===== config.mk =====
export PLATFORM = sky130hd
export DESIGN_NAME = html_text_stripper
export DESIGN_NICKNAME = d
export VERILOG_FILES = /design/src/rtl/hts_pkg.sv /design/src/rtl/hts_scan.sv /design/src/rtl/hts_outq.sv /design/src/rtl/html_text_stripper.sv
export VERILOG_INCLUDE_DIRS = /design/src /design/src/rtl
export SDC_FILE = /design/constraint.sdc
export NUM_CORES = 1
export LEC_CHECK = 0
export ABC_AREA = 1
export BUFFER_PORTS_ARGS = -buffer_cell sky130_fd_sc_hd__clkbuf_2
export CAP_MARGIN = 40
export CORE_UTILIZATION = 50
export DETAILED_ROUTE_END_ITERATION = 8
export PLACE_DENSITY = 0.66
export SYNTH_ARGS = -nofsm -noshare
export SYNTH_HDL_FRONTEND = slang
export SYNTH_SLANG_ARGS = --single-unit

===== constraint.sdc =====
create_clock -name clk -period 7.2 [get_ports clk]
set_input_delay 0.72 -clock clk [delete_from_list [all_inputs] [get_ports clk]]
set_output_delay 0.72 -clock clk [all_outputs]
set_load 0.005 [all_outputs]

===== src/rtl/html_text_stripper_macros.svh =====
`ifndef HTML_TEXT_STRIPPER_MACROS_SVH
`define HTML_TEXT_STRIPPER_MACROS_SVH

// same-cycle implication, checked out of reset
`define HTS_ASSERT_IMP(label, clk, rst, ante, cons, msg) \
  label: assert property (@(posedge clk) disable iff (rst) (ante) |-> (cons)) else $error(msg);

// next-cycle implication, checked out of reset
`define HTS_ASSERT_NXT(label, clk, rst, ante, cons, msg) \
  label: assert property (@(posedge clk) disable iff (rst) (ante) |=> (cons)) else $error(msg);

`endif


===== src/rtl/hts_pkg.sv =====
package hts_pkg;

  localparam int MAX_OUT_LEN = 4096;
  localparam int LEN_W       = 13;
  localparam int ENT_COUNT   = 7;
  localparam int ENT_MAX     = 6;
  localparam int Q_DEPTH     = 4;
  localparam int Q_AW        = 2;
  localparam int Q_CW        = 3;

  localparam logic [LEN_W-1:0] LIMIT_RESET = LEN_W'(MAX_OUT_LEN - 1);

  localparam logic [7:0] CH_NUL   = 8'h00;
  localparam logic [7:0] CH_TAB   = 8'h09;
  localparam logic [7:0] CH_CR    = 8'h0D;
  localparam logic [7:0] CH_SPACE = 8'h20;
  localparam logic [7:0] CH_AMP   = 8'h26;
  localparam logic [7:0] CH_SEMI  = 8'h3B;
  localparam logic [7:0] CH_LT    = 8'h3C;
  localparam logic [7:0] CH_GT    = 8'h3E;
  localparam logic [7:0] CH_QUOT  = 8'h22;
  localparam logic [7:0] CH_APOS  = 8'h27;

  localparam logic [2:0] ENT_AMP  = 3'd0;
  localparam logic [2:0] ENT_LT   = 3'd1;
  localparam logic [2:0] ENT_GT   = 3'd2;
  localparam logic [2:0] ENT_QUOT = 3'd3;
  localparam logic [2:0] ENT_N39  = 3'd4;
  localparam logic [2:0] ENT_APOS = 3'd5;
  localparam logic [2:0] ENT_NBSP = 3'd6;

  typedef enum logic [1:0] {
    MODE_TEXT = 2'd0,
    MODE_TAG  = 2'd1,
    MODE_ENT  = 2'd2,
    MODE_SKIP = 2'd3
  } mode_t;

  typedef struct packed {
    logic       last;
    logic       has;
    logic [7:0] data;
  } item_t;

  typedef struct packed {
    logic [1:0] n;
    item_t      b;
    item_t      a;
  } step_t;

  function automatic logic [47:0] ent_word(input logic [2:0] k);
    logic [47:0] w;
    case (k)
      ENT_AMP:  w = {"&amp;", 8'h00};
      ENT_LT:   w = {"&lt;", 16'h0000};
      ENT_GT:   w = {"&gt;", 16'h0000};
      ENT_QUOT: w = "&quot;";
      ENT_N39:  w = {"&#39;", 8'h00};
      ENT_APOS: w = "&apos;";
      ENT_NBSP: w = "&nbsp;";
      default:  w = '0;
    endcase
    return w;
  endfunction

  function automatic logic [7:0] ent_char(input logic [2:0] k, input logic [2:0] pos);
    logic [47:0] w;
    w = ent_word(k) << {pos, 3'b000};
    return w[47:40];
  endfunction

  function automatic logic [2:0] ent_len(input logic [2:0] k);
    logic [2:0] l;
    case (k)
      ENT_AMP, ENT_N39:                     l = 3'd5;
      ENT_LT, ENT_GT:                       l = 3'd4;
      ENT_QUOT, ENT_APOS, ENT_NBSP:         l = 3'd6;
      default:                              l = 3'd0;
    endcase
    return l;
  endfunction

  function automatic logic [7:0] ent_out(input logic [2:0] k);
    logic [7:0] c;
    case (k)
      ENT_AMP:           c = CH_AMP;
      ENT_LT:            c = CH_LT;
      ENT_GT:            c = CH_GT;
      ENT_QUOT:          c = CH_QUOT;
      ENT_N39, ENT_APOS: c = CH_APOS;
      default:           c = CH_SPACE;
    endcase
    return c;
  endfunction

endpackage


===== src/rtl/hts_scan.sv =====
module hts_scan (
  input  logic                      clk,
  input  logic                      rst,
  input  logic                      cfg_we,
  input  logic [hts_pkg::LEN_W-1:0] cfg_data,
  input  logic                      fire,
  input  logic [7:0]                text_byte,
  input  logic                      is_last,
  output hts_pkg::step_t            step
);

  hts_pkg::mode_t                   mode, mode_next;
  logic [hts_pkg::ENT_COUNT-1:0]    mask, mask_next;
  logic [2:0]                       ent_len, ent_len_next;
  logic                             after, after_next;
  logic                             held, held_next;
  logic [hts_pkg::LEN_W-1:0]        count, count_next;
  logic [hts_pkg::LEN_W-1:0]        limit;

  logic                             done;
  logic                             em;
  logic [7:0]                       em_byte;
  logic                             wh;
  logic [hts_pkg::ENT_COUNT-1:0]    match;
  logic [hts_pkg::ENT_COUNT-1:0]    full;
  logic [2:0]                       full_k;
  logic                             full_found;
  logic                             is_white;
  logic                             below;

  always_ff @(posedge clk) begin
    if (rst) begin
      limit <= hts_pkg::LIMIT_RESET;
    end else if (cfg_we) begin
      if (cfg_data == '0) begin
        limit <= '0;
      end else if (cfg_data > hts_pkg::LEN_W'(hts_pkg::MAX_OUT_LEN)) begin
        limit <= hts_pkg::LIMIT_RESET;
      end else begin
        limit <= cfg_data - hts_pkg::LEN_W'(1);
      end
    end
  end

  always_ff @(posedge clk) begin
    if (rst) begin
      mode    <= hts_pkg::MODE_TEXT;
      ent_len <= '0;
      after   <= 1'b1;
      held    <= 1'b0;
      count   <= '0;
    end else if (fire) begin
      mode    <= mode_next;
      ent_len <= ent_len_next;
      after   <= after_next;
      held    <= held_next;
      count   <= count_next;
    end
  end

  always_ff @(posedge clk) begin
    if (fire) begin
      mask <= mask_next;
    end
  end

  always_comb begin
    is_white = (text_byte == hts_pkg::CH_SPACE) ||
               (text_byte >= hts_pkg::CH_TAB && text_byte <= hts_pkg::CH_CR);
    below    = (count + hts_pkg::LEN_W'(held)) < limit;
    done     = (text_byte == hts_pkg::CH_NUL) || is_last;

    full_k     = '0;
    full_found = 1'b0;
    for (int k = 0; k < hts_pkg::ENT_COUNT; k++) begin
      match[k] = mask[k] && (ent_len < hts_pkg::ent_len(3'(k))) &&
                 (hts_pkg::ent_char(3'(k), ent_len) == text_byte);
      full[k]  = match[k] && ((ent_len + 3'd1) == hts_pkg::ent_len(3'(k)));
      if (full[k] && !full_found) begin
        full_found = 1'b1;
        full_k     = 3'(k);
      end
    end

    mode_next    = mode;
    mask_next    = mask;
    ent_len_next = ent_len;
    after_next   = after;
    held_next    = held;
    count_next   = count;
    em           = 1'b0;
    em_byte      = text_byte;
    wh           = 1'b0;
    step         = '0;

    if (text_byte != hts_pkg::CH_NUL && below) begin
      unique case (mode)
        hts_pkg::MODE_TAG: begin
          if (text_byte == hts_pkg::CH_GT) begin
            mode_next = hts_pkg::MODE_TEXT;
          end
        end
        hts_pkg::MODE_SKIP: begin
          if (text_byte == hts_pkg::CH_SEMI) begin
            mode_next = hts_pkg::MODE_TEXT;
          end
        end
        hts_pkg::MODE_ENT: begin
          if (ent_len >= 3'(hts_pkg::ENT_MAX) || (!full_found && match == '0)) begin
            mode_next    = (text_byte == hts_pkg::CH_SEMI) ? hts_pkg::MODE_TEXT
                                                           : hts_pkg::MODE_SKIP;
            ent_len_next = '0;
          end else if (full_found) begin
            if (full_k == hts_pkg::ENT_NBSP) begin
              wh = 1'b1;
            end else begin
              em      = 1'b1;
              em_byte = hts_pkg::ent_out(full_k);
            end
            mode_next    = hts_pkg::MODE_TEXT;
            ent_len_next = '0;
          end else begin
            mask_next    = match;
            ent_len_next = ent_len + 3'd1;
          end
        end
        default: begin
          if (text_byte == hts_pkg::CH_LT) begin
            mode_next = hts_pkg::MODE_TAG;
          end else if (text_byte == hts_pkg::CH_AMP) begin
            mode_next    = hts_pkg::MODE_ENT;
            mask_next    = '1;
            ent_len_next = 3'd1;
          end else if (is_white) begin
            wh = 1'b1;
          end else begin
            em         = 1'b1;
            after_next = 1'b0;
          end
        end
      endcase
    end

    if (wh && !after) begin
      held_next  = 1'b1;
      after_next = 1'b1;
    end

    if (em) begin
      if (held) begin
        step.a     = '{last: 1'b0, has: 1'b1, data: hts_pkg::CH_SPACE};
        step.b     = '{last: 1'b0, has: 1'b1, data: em_byte};
        step.n     = 2'd2;
        count_next = count + hts_pkg::LEN_W'(2);
        held_next  = 1'b0;
      end else begin
        step.a     = '{last: 1'b0, has: 1'b1, data: em_byte};
        step.n     = 2'd1;
        count_next = count + hts_pkg::LEN_W'(1);
      end
    end

    if (done) begin
      case (step.n)
        2'd0: begin
          step.a = '{last: 1'b1, has: 1'b0, data: 8'h00};
          step.n = 2'd1;
        end
        2'd1:    step.a.last = 1'b1;
        default: step.b.last = 1'b1;
      endcase
      mode_next    = hts_pkg::MODE_TEXT;
      ent_len_next = '0;
      after_next   = 1'b1;
      held_next    = 1'b0;
      count_next   = '0;
    end
  end

`include "html_text_stripper_macros.svh"

  `HTS_ASSERT_NXT(a_done_clears, clk, rst, fire && done, count == '0 && !held && mode == hts_pkg::MODE_TEXT, "string state not cleared at end")
  `HTS_ASSERT_IMP(a_held_after, clk, rst, held, after, "held space without collapse flag")
  `HTS_ASSERT_IMP(a_count_limit, clk, rst, fire && step.n == 2'd2, held && below, "two words without held space")

endmodule


===== src/rtl/hts_outq.sv =====
module hts_outq (
  input  logic           clk,
  input  logic           rst,
  input  logic           push,
  input  hts_pkg::step_t step,
  output logic           room,
  output logic           m_tvalid,
  input  logic           m_tready,
  output logic [7:0]     m_tdata,
  output logic           m_tuser,
  output logic           m_tlast
);

  hts_pkg::item_t            mem [hts_pkg::Q_DEPTH];
  logic [hts_pkg::Q_AW-1:0]  wr_ptr, rd_ptr;
  logic [hts_pkg::Q_CW-1:0]  count, count_next;
  logic [1:0]                push_n;
  logic                      pop;

  assign push_n   = push ? step.n : 2'd0;
  assign pop      = m_tvalid && m_tready;
  assign m_tvalid = (count != '0);
  assign room     = (count <= hts_pkg::Q_CW'(hts_pkg::Q_DEPTH - 2));
  assign m_tdata  = mem[rd_ptr].data;
  assign m_tuser  = mem[rd_ptr].has;
  assign m_tlast  = mem[rd_ptr].last;

  always_comb begin
    count_next = count + hts_pkg::Q_CW'(push_n) - hts_pkg::Q_CW'(pop);
  end

  always_ff @(posedge clk) begin
    if (rst) begin
      wr_ptr <= '0;
      rd_ptr <= '0;
      count  <= '0;
    end else begin
      wr_ptr <= wr_ptr + hts_pkg::Q_AW'(push_n);
      rd_ptr <= rd_ptr + hts_pkg::Q_AW'(pop);
      count  <= count_next;
    end
  end

  always_ff @(posedge clk) begin
    if (push_n != 2'd0) begin
      mem[wr_ptr] <= step.a;
    end
    if (push_n == 2'd2) begin
      mem[wr_ptr + hts_pkg::Q_AW'(1)] <= step.b;
    end
  end

`include "html_text_stripper_macros.svh"

  `HTS_ASSERT_IMP(a_no_overflow, clk, rst, 1'b1, count <= hts_pkg::Q_CW'(hts_pkg::Q_DEPTH), "output queue overflow")
  `HTS_ASSERT_IMP(a_push_room, clk, rst, push_n != 2'd0, room, "push without room")
  `HTS_ASSERT_NXT(a_drain, clk, rst, pop && push_n == 2'd0 && count == hts_pkg::Q_CW'(1), !m_tvalid, "queue not empty after last pop")

endmodule


===== src/rtl/html_text_stripper.sv =====
// HTML text cleaner. Send one character per word on the s_ side (s_tlast marks the final
// character, a zero byte also ends the string); cleaned words come out on the m_ side with
// m_tuser high when m_tdata carries a character and m_tlast on the final word of the string.
// Tags are removed, the common entities are decoded, whitespace runs collapse to one space
// and output stops at cfg_data - 1 characters per string (write cfg_data only while idle;
// after reset and for larger values it is 4096). A character is accepted every cycle and
// waits in the input register for queue room; each yields zero, one or two words. The output
// side drains one word per cycle, so input stalls only when the four-entry output queue
// lacks room for two words, that is when the sink backpressures or a held space is released.
module html_text_stripper (
  input  logic                      clk,
  input  logic                      rst,
  input  logic                      cfg_we,
  input  logic [hts_pkg::LEN_W-1:0] cfg_data,
  input  logic                      s_tvalid,
  output logic                      s_tready,
  input  logic [7:0]                s_tdata,   // text_byte
  input  logic                      s_tlast,   // is_last
  output logic                      m_tvalid,
  input  logic                      m_tready,
  output logic [7:0]                m_tdata,   // out_byte
  output logic                      m_tuser,   // has_byte
  output logic                      m_tlast    // string_done
);

  logic           in_valid;
  logic [7:0]     in_byte;
  logic           in_last;
  logic           room;
  logic           fire;
  hts_pkg::step_t step;

  assign fire     = in_valid && room;
  assign s_tready = !in_valid || fire;

  always_ff @(posedge clk) begin
    if (rst) begin
      in_valid <= 1'b0;
    end else if (s_tready) begin
      in_valid <= s_tvalid;
    end
  end

  always_ff @(posedge clk) begin
    if (s_tvalid && s_tready) begin
      in_byte <= s_tdata;
      in_last <= s_tlast;
    end
  end

  hts_scan u_scan (
    .clk       (clk),
    .rst       (rst),
    .cfg_we    (cfg_we),
    .cfg_data  (cfg_data),
    .fire      (fire),
    .text_byte (in_byte),
    .is_last   (in_last),
    .step      (step)
  );

  hts_outq u_outq (
    .clk      (clk),
    .rst      (rst),
    .push     (fire),
    .step     (step),
    .room     (room),
    .m_tvalid (m_tvalid),
    .m_tready (m_tready),
    .m_tdata  (m_tdata),
    .m_tuser  (m_tuser),
    .m_tlast  (m_tlast)
  );

endmodule


==> results of run 1 <==
==> how the worst max path moves through the flow <==
stage                     slack [ns]          endpoint  depth (start not counted)       startpoint
final                           2.31   u_outq.count[2]                         24      u_scan.held
after global routing            1.80   u_outq.count[2]                         24      u_scan.held
after CTS                       2.37   u_outq.count[2]                         24      u_scan.held
after detailed placement        2.43   u_outq.count[2]                         24      u_scan.held
after global placement          2.55   u_outq.count[2]                         24      u_scan.held
after floorplan                 2.98  u_outq.mem[1][0]                         20  u_scan.count[3]
==> power groups by stage <==
stage	Sequential (µW)	Combinational [µW]	Clock, µW
finish	708	525	484
detailed placement	720	521	0
global route	715	606	516
global placement	721	515	0
floorplan	681	399	0
CTS	707	524	496
==> final cells by class <==
type / instances / area, µm² / share of cell area
inverter: 137 / 514.2 / 0.06623
timing repair buffer: 46 / 247.7 / 0.03190
tap: 180 / 225.2 / 0.02900
multi-input combinational: 765 / 3969 / 0.5111
clock buffer: 9 / 225.2 / 0.02900
clock inverter: 7 / 81.33 / 0.01047
sequential: 97 / 2502 / 0.3223
==> state kept, by name (all words and copies together), names as in the netlist <==
signal,cells
in_valid,1
in_byte,8
u_scan.mask,7
u_scan.held,1
u_scan.limit,13
u_scan.ent_len,3
u_outq.mem,40
u_scan.after,1
u_outq.wr_ptr,2
in_last,1
u_scan.mode,2
u_outq.rd_ptr,2
u_outq.count,3
u_scan.count,13
==> critical path, stage by stage (launching register included) <==
cell and delay, ns:
dfxtp_1 0.81, ha_1 0.36, ha_1 0.21, inv_1 0.07, nor2_1 0.22, nand2_1 0.13, nor2_1 0.17, xor2_1 0.16
ha_1 0.26, a21oi_1 0.13, o21ai_0 0.08, a21oi_1 0.13, nand2_1 0.07, inv_1 0.10, nand2_1 0.09, nor2_1 0.22
nand2_4 0.14, nand2_8 0.12, nand2_2 0.09, inv_2 0.23, nor2_1 0.11, ha_1 0.24, fa_1 0.38, o21ai_0 0.18
a21oi_1 0.06
==> cells by family (layout without fill, tap and decap cells) <==
| logic type | Yosys count | after routing |
|---|---|---|
| buffers and inverters | 171 | 199 |
| adders and majority gates | 33 | 33 |
| AOI/OAI and AO/OA | 154 | 154 |
| muxes | 1 | 1 |
| DFF | 97 | 97 |
| and+or+nand+nor | 535 | 535 |
| xor gates and xnor gates | 42 | 42 |
==> layer usage <==
layer,up-vias,routed length (µm),GRT usage,share of wire
met3,40,800,0.04135,0.045
met5,-,0,0,0
met4,0,452,0.09182,0.025
met2,182,8192,0.4258,0.46
li1,3440,-,-,-
met1,2994,8490,0.3440,0.47
==> synthesized netlist by cell type (2+ instances only) <==
cell      instances  area, µm²
o22ai_1          10      62.56
nand3b_1          5      37.54
ha_1             32      400.4
nor3_1           15      75.07
o31ai_1           3      22.52
a211oi_1          4      30.03
nand2_1         269       1010
or2_2             3      18.77
clkinv_1          2      7.510
o21ai_0          73      365.4
buf_4             3      22.52
buf_2             5      25.02
dfxtp_1          41      820.8
xor2_1           37      324.1
o211ai_1          9      67.56
nor4_1            6      37.54
edfxtp_1         56       1682
o21ai_1           4      20.02
nand3_1          64      320.3
inv_1           126      473.0
inv_2             9      33.78
a21boi_0          2      15.01
or2_0             2      12.51
nand4_1          23      143.9
and3_1            2      12.51
nor2_2            3      18.77
nand2_2           6      37.54
clkbuf_1         24      90.09
nor2_4            2      22.52
nor2_1          127      476.7
xnor2_1           5      43.79
a21oi_1          44      220.2
==> through the flow <==
stage	instance area, µm²	utilization	setup WS [ns]	instances	total power (µW)
after floorplan	7138	-	2.984	1033	1080
after global placement	7431	0.5353	2.554	1221	1236
after detailed placement	7458	0.5373	2.430	1225	1241
after CTS	7765	0.5594	2.371	1241	1728
after global routing	7765	0.5594	1.801	1241	1837
final	7765	0.5594	2.309	1241	1717
==> results.py, run 1 <==
metrics = {
    "status": {
        "status": "finished clean",
    },
    "floorplan": {
        "start_util": 0.5142,
        "die-area_um2": 14760,
        "die_w_um": 121.5,
        "dieHeight_um": 121.5,
        "coreArea_um2": 13880,
        "io_pins": 39,
        "rows": 43,
    },
    "setup_path": {
        "worstReg2RegStart": "u_scan.held",
        "arrival_ns": 5.13,
        "r2r_end": "u_outq.count[2]",
        "end_kind": "flop",
        "critPathLaunchType": "flop",
        "required_ns": 7.44,
        "crit_type": "flop to flop",
        "rrSetupSlack_ns": 2.31,
        "rr_worst_depth": 24,
        "cp_max_fo": 19,
    },
    "power_and_ir_drop": {
        "seqPwrFrac": 0.413,
        "ir_drop_uv": 185.3,
        "p_int_uw": 1077,
        "power_switching_share": 0.3723,
        "powerDensity_nw_per_um2": 221.1,
        "clockPowerShare": 0.282,
        "combPwrFrac": 0.306,
        "p_sw_uw": 639.2,
        "p_leak_uw": 0.003502,
    },
    "cells_and_area": {
        "drive_gt1_frac": 0.08577,
        "fillers": 1345,
        "antenna_cells": 0,
        "layout_commonest_cell": "nand2_1",
        "final_cell_mix": "nand2_1, nor2_1, inv_1",
        "fin_nets": 1116,
        "area_growth_pct": 8.782,
    },
    "logic_synthesis": {
        "synth-compound-area-share": 0.1199,
        "synth_ff_type": "edfxtp_1",
        "seq_area_frac_synth": 0.3506,
        "ys_types": 49,
        "yosys-mux-area-fraction": 0.001402,
        "synthSimpleGateAreaFrac": 0.3243,
        "synth_top_family_by_area": "simple AND/OR/NAND/NOR gates",
        "avgSynthCellArea_um2": 6.910,
        "async_flop_share": 0,
        "ys.warnings.count": 0,
        "synth_adder_area_share": 0.05890,
        "ys_seq_elements": 97,
        "syn_inst": 1033,
        "synthXorXnorAreaFrac": 0.05153,
        "synth_edf_count": 56,
        "syn-cell-area_um2": 7138,
        "syn_nets": 1093,
    },
    "timing": {
        "slew_viol_final": 0,
        "whs_ns": 0.4430,
        "setup-tns-final_ns": 0,
        "period_share": 0.6794,
        "relSlewSlack": 0.4980,
        "hold_viol": 0,
        "tightest_slew_ns": 0.7519,
        "fin_crit_ns": 4.891,
        "finalSetupViolations": 0,
        "finClkSkew_ns": 0.01125,
        "rsz0062_at_grt": "false",
        "fmax_mhz": 204.4,
    },
    "routing": {
        "post-route-drc-count": 0,
        "detail_route.iter0.violations": 572,
        "drt_pass1_iterations": 5,
        "routedWlPerCell_um": 14.45,
        "routed_via_density": 5.363,
        "ant_nets": 0,
        "dr_total_vias": 6656,
        "wirelength_um": 17940,
    },
    "clocking": {
        "cts_resized": 0,
        "clk_pin_slew_ns": 0.07,
        "cts_buffers": 9,
        "cts_buffer_depth": 2,
        "clock-root-buffer": "clkbuf_16",
        "cts_setup_buffers": 0,
        "clock_sinks": 97,
        "insertion_delay_ns": 0.36,
        "htree_levels": 3,
        "cts_hold_buf": 0,
        "cts_tree": "done",
    },
    "worst_hold_path": {
        "holdPathEnd": "u_scan.limit[12]",
        "holdPathStages": 2,
        "min_from": "u_scan.limit[12]",
        "hold_path.class": "flop to flop",
    },
    "placement": {
        "dp_hpwl_um": 13480,
        "io_buffers": 38,
        "gp_congestion": 0.9341,
    },
    "global_route": {
        "antenna_found_initial": 0,
        "grt_pass1_vias": 6118,
        "grt_usage": 0.2595,
        "overflow": 0,
        "grt_pass1_wl_um": 29650,
        "grt_max_degree": 28,
    },
    "flow_run": {
        "max_cap_viol_count": 0,
    },
}
(Power assumes the default switching activity.)
==> inputs of run 2 (changes only) <==
==> constraint.sdc (replaced) <==
create_clock -name clk -period 4.8 [get_ports clk]
set_input_delay 0.48 -clock clk [delete_from_list [all_inputs] [get_ports clk]]
set_output_delay 0.48 -clock clk [all_outputs]
set_load 0.005 [all_outputs]
==> run 2 against run 1 <==
Worst setup slack worse by 1.9 ns. Flip-flop and latch count unchanged. Global-route usage up 0.99 points. Via count up 1.5%. Cell count up 0.64%. Cell area up 0.84%. Critical path type unchanged. Largest cell class unchanged. Highest routed layer unchanged.
==> results.py, run 2 (synthesized netlist as in run 1, its figures left out) <==
metrics = {
    "status": {
        "status": "finished clean",
    },
    "setup_path": {
        "critPathLaunchType": "flop",
        "critical-path-max-stage-delay_ns": 0.47,
        "crit_type": "flop to flop",
        "cp_max_fo": 13,
        "rrSetupSlack_ns": 0.46,
        "end_kind": "flop",
        "path_cells": "inv_1, nor3_1, inv_1, nor4_1, nand3_1, xor2_1, ha_1, nand4_1, inv_1, a21oi_1, nand2_1, inv_1, nand2_1, nor2_1, nand2_4, nand2_8, nand2_2, inv_2, nor2_1, ha_1, fa_1, o21ai_0, a21oi_1",
        "slowest_stage": "dfxtp_1",
        "worstReg2RegStart": "u_scan.count[3]",
        "arrival_ns": 4.60,
        "rr_worst_depth": 23,
        "required_ns": 5.06,
        "cp_common_cell": "inv_1",
        "r2r_end": "u_outq.count[2]",
    },
    "power_and_ir_drop": {
        "clockPowerShare": 0.284,
        "seqPwrFrac": 0.405,
        "p_int_uw": 1628,
        "combPwrFrac": 0.311,
        "powerDensity_nw_per_um2": 332.7,
        "p_leak_uw": 0.003541,
        "power_switching_share": 0.3748,
        "ir_drop_uv": 200.7,
        "p_sw_uw": 976.4,
    },
    "cells_and_area": {
        "largest_reg_flops": 40,
        "layout_commonest_cell": "nand2_1",
        "top_register": "u_outq.mem",
        "antenna_cells": 0,
        "fin_nets": 1124,
        "drive_gt1_frac": 0.09448,
        "final_cell_mix": "nand2_1, nor2_1, inv_1",
        "top_regs": "u_outq.mem (40), u_scan.count (13), u_scan.limit (13)",
        "area_growth_pct": 9.693,
    },
    "placement": {
        "dp_hpwl_um": 13810,
        "io_buffers": 38,
        "gp_congestion": 0.9577,
    },
    "routing": {
        "routedWlPerCell_um": 14.87,
        "routed_via_density": 5.407,
        "wirelength_um": 18580,
        "ant_nets": 0,
        "drt_pass1_iterations": 5,
        "detail_route.iter0.violations": 578,
        "dr_total_vias": 6753,
        "post-route-drc-count": 0,
    },
    "floorplan": {
        "io_pins": 39,
        "dieHeight_um": 121.5,
        "rows": 43,
        "coreArea_um2": 13880,
        "start_util": 0.5142,
        "die_w_um": 121.5,
        "die-area_um2": 14760,
    },
    "timing": {
        "setup-tns-final_ns": 0,
        "rsz0062_at_grt": "false",
        "finClkSkew_ns": 0.01117,
        "hold_viol": 0,
        "fmax_mhz": 230.2,
        "slew_viol_final": 0,
        "tightest_slew_ns": 0.7565,
        "fin_crit_ns": 4.344,
        "relSlewSlack": 0.4950,
        "whs_ns": 0.2870,
        "finalSetupViolations": 0,
        "period_share": 0.9050,
    },
    "clocking": {
        "clock_sinks": 97,
        "cts_tree": "done",
        "cts_buffer_depth": 2,
        "htree_levels": 3,
        "insertion_delay_ns": 0.37,
        "clock-root-buffer": "clkbuf_16",
        "cts_hold_buf": 0,
        "cts_buffers": 9,
        "clk_pin_slew_ns": 0.07,
    },
    "global_route": {
        "antenna_found_initial": 0,
        "grt_usage": 0.2695,
        "overflow": 0,
        "grt_pass1_wl_um": 30680,
        "grt_pass1_vias": 6205,
        "grt_max_degree": 28,
    },
    "worst_hold_path": {
        "holdPathEnd": "in_byte[5]",
        "min_from": "s_tdata[5]",
        "holdPathStages": 1,
        "hold_path.class": "input port to flop",
    },
    "flow_run": {
        "max_cap_viol_count": 0,
    },
}
## run 2: power groups by stage
stage	Sequential, µW	Clock, µW	Combinational [µW]
after CTS	1050	753	805
after detailed placement	1070	0	801
after floorplan	1020	0	599
final	1050	739	811
after global routing	1070	787	926
after global placement	1070	0	791
## run 2: critical path, delay by kind of cell (launching register included)
kind                     cells  cell delay [ns]
XOR/XNOR                     1             0.18
AND/OR/NAND/NOR             11             1.75
adder cells (fa/ha/maj)      3             0.88
buffers and inverters        5             0.60
AO/OA/AOI/OAI                3             0.36
flip-flops                   1             0.47
## run 2: per-layer routing
metal | track usage | vias up | wire [µm]
li1 | - | 3435 | -
met1 | 0.3586 | 3061 | 8440
met2 | 0.4315 | 215 | 8561
met3 | 0.04511 | 42 | 1037
met4 | 0.1119 | 0 | 539
met5 | 0 | - | 0
## run 2: per-stage QoR
stage | std cells | cell area (µm²) | total power, µW | setup slack [ns] | util
floorplan | 1033 | 7138 | 1620 | 0.5837 | -
global placement | 1227 | 7476 | 1862 | 0.5398 | 0.5386
detailed placement | 1230 | 7496 | 1873 | 0.3880 | 0.5400
CTS | 1246 | 7795 | 2611 | 0.3479 | 0.5616
global route | 1249 | 7830 | 2778 | 0.06482 | 0.5641
finish | 1249 | 7830 | 2605 | 0.4562 | 0.5641
## run 2: final cells by class
type	instances	area (µm²)
Clock inverter	7	73.82
Sequential cell	97	2502
Inverter	137	514.2
Clock buffer	9	225.2
Fill cell	1364	6051
Multi-Input combinational cell	765	3981
Timing Repair Buffer	54	307.8
Tap cell	180	225.2
## run 2: what timing repair did
| action | in CTS | in global routing |
|---|---|---|
| buffers inserted | 0 | 3 |
| resized for setup | 0 | 2 |
| setup endpoints to repair | 0 | 10 |
## run 2: worst max path at each step
stage                     from  cells past startpoint  slack (ns)          endpoint
6_report       u_scan.count[3]                     23        0.46   u_outq.count[2]
5_1_grt        u_scan.count[0]                     24        0.06   u_outq.count[2]
4_1_cts        u_scan.count[1]                     21        0.35   u_outq.count[2]
3_5_place_dp   u_scan.count[1]                     21        0.39   u_outq.count[2]
3_3_place_gp   u_scan.count[1]                     21        0.54   u_outq.count[2]
2_1_floorplan  u_scan.count[3]                     20        0.58  u_outq.mem[1][0]
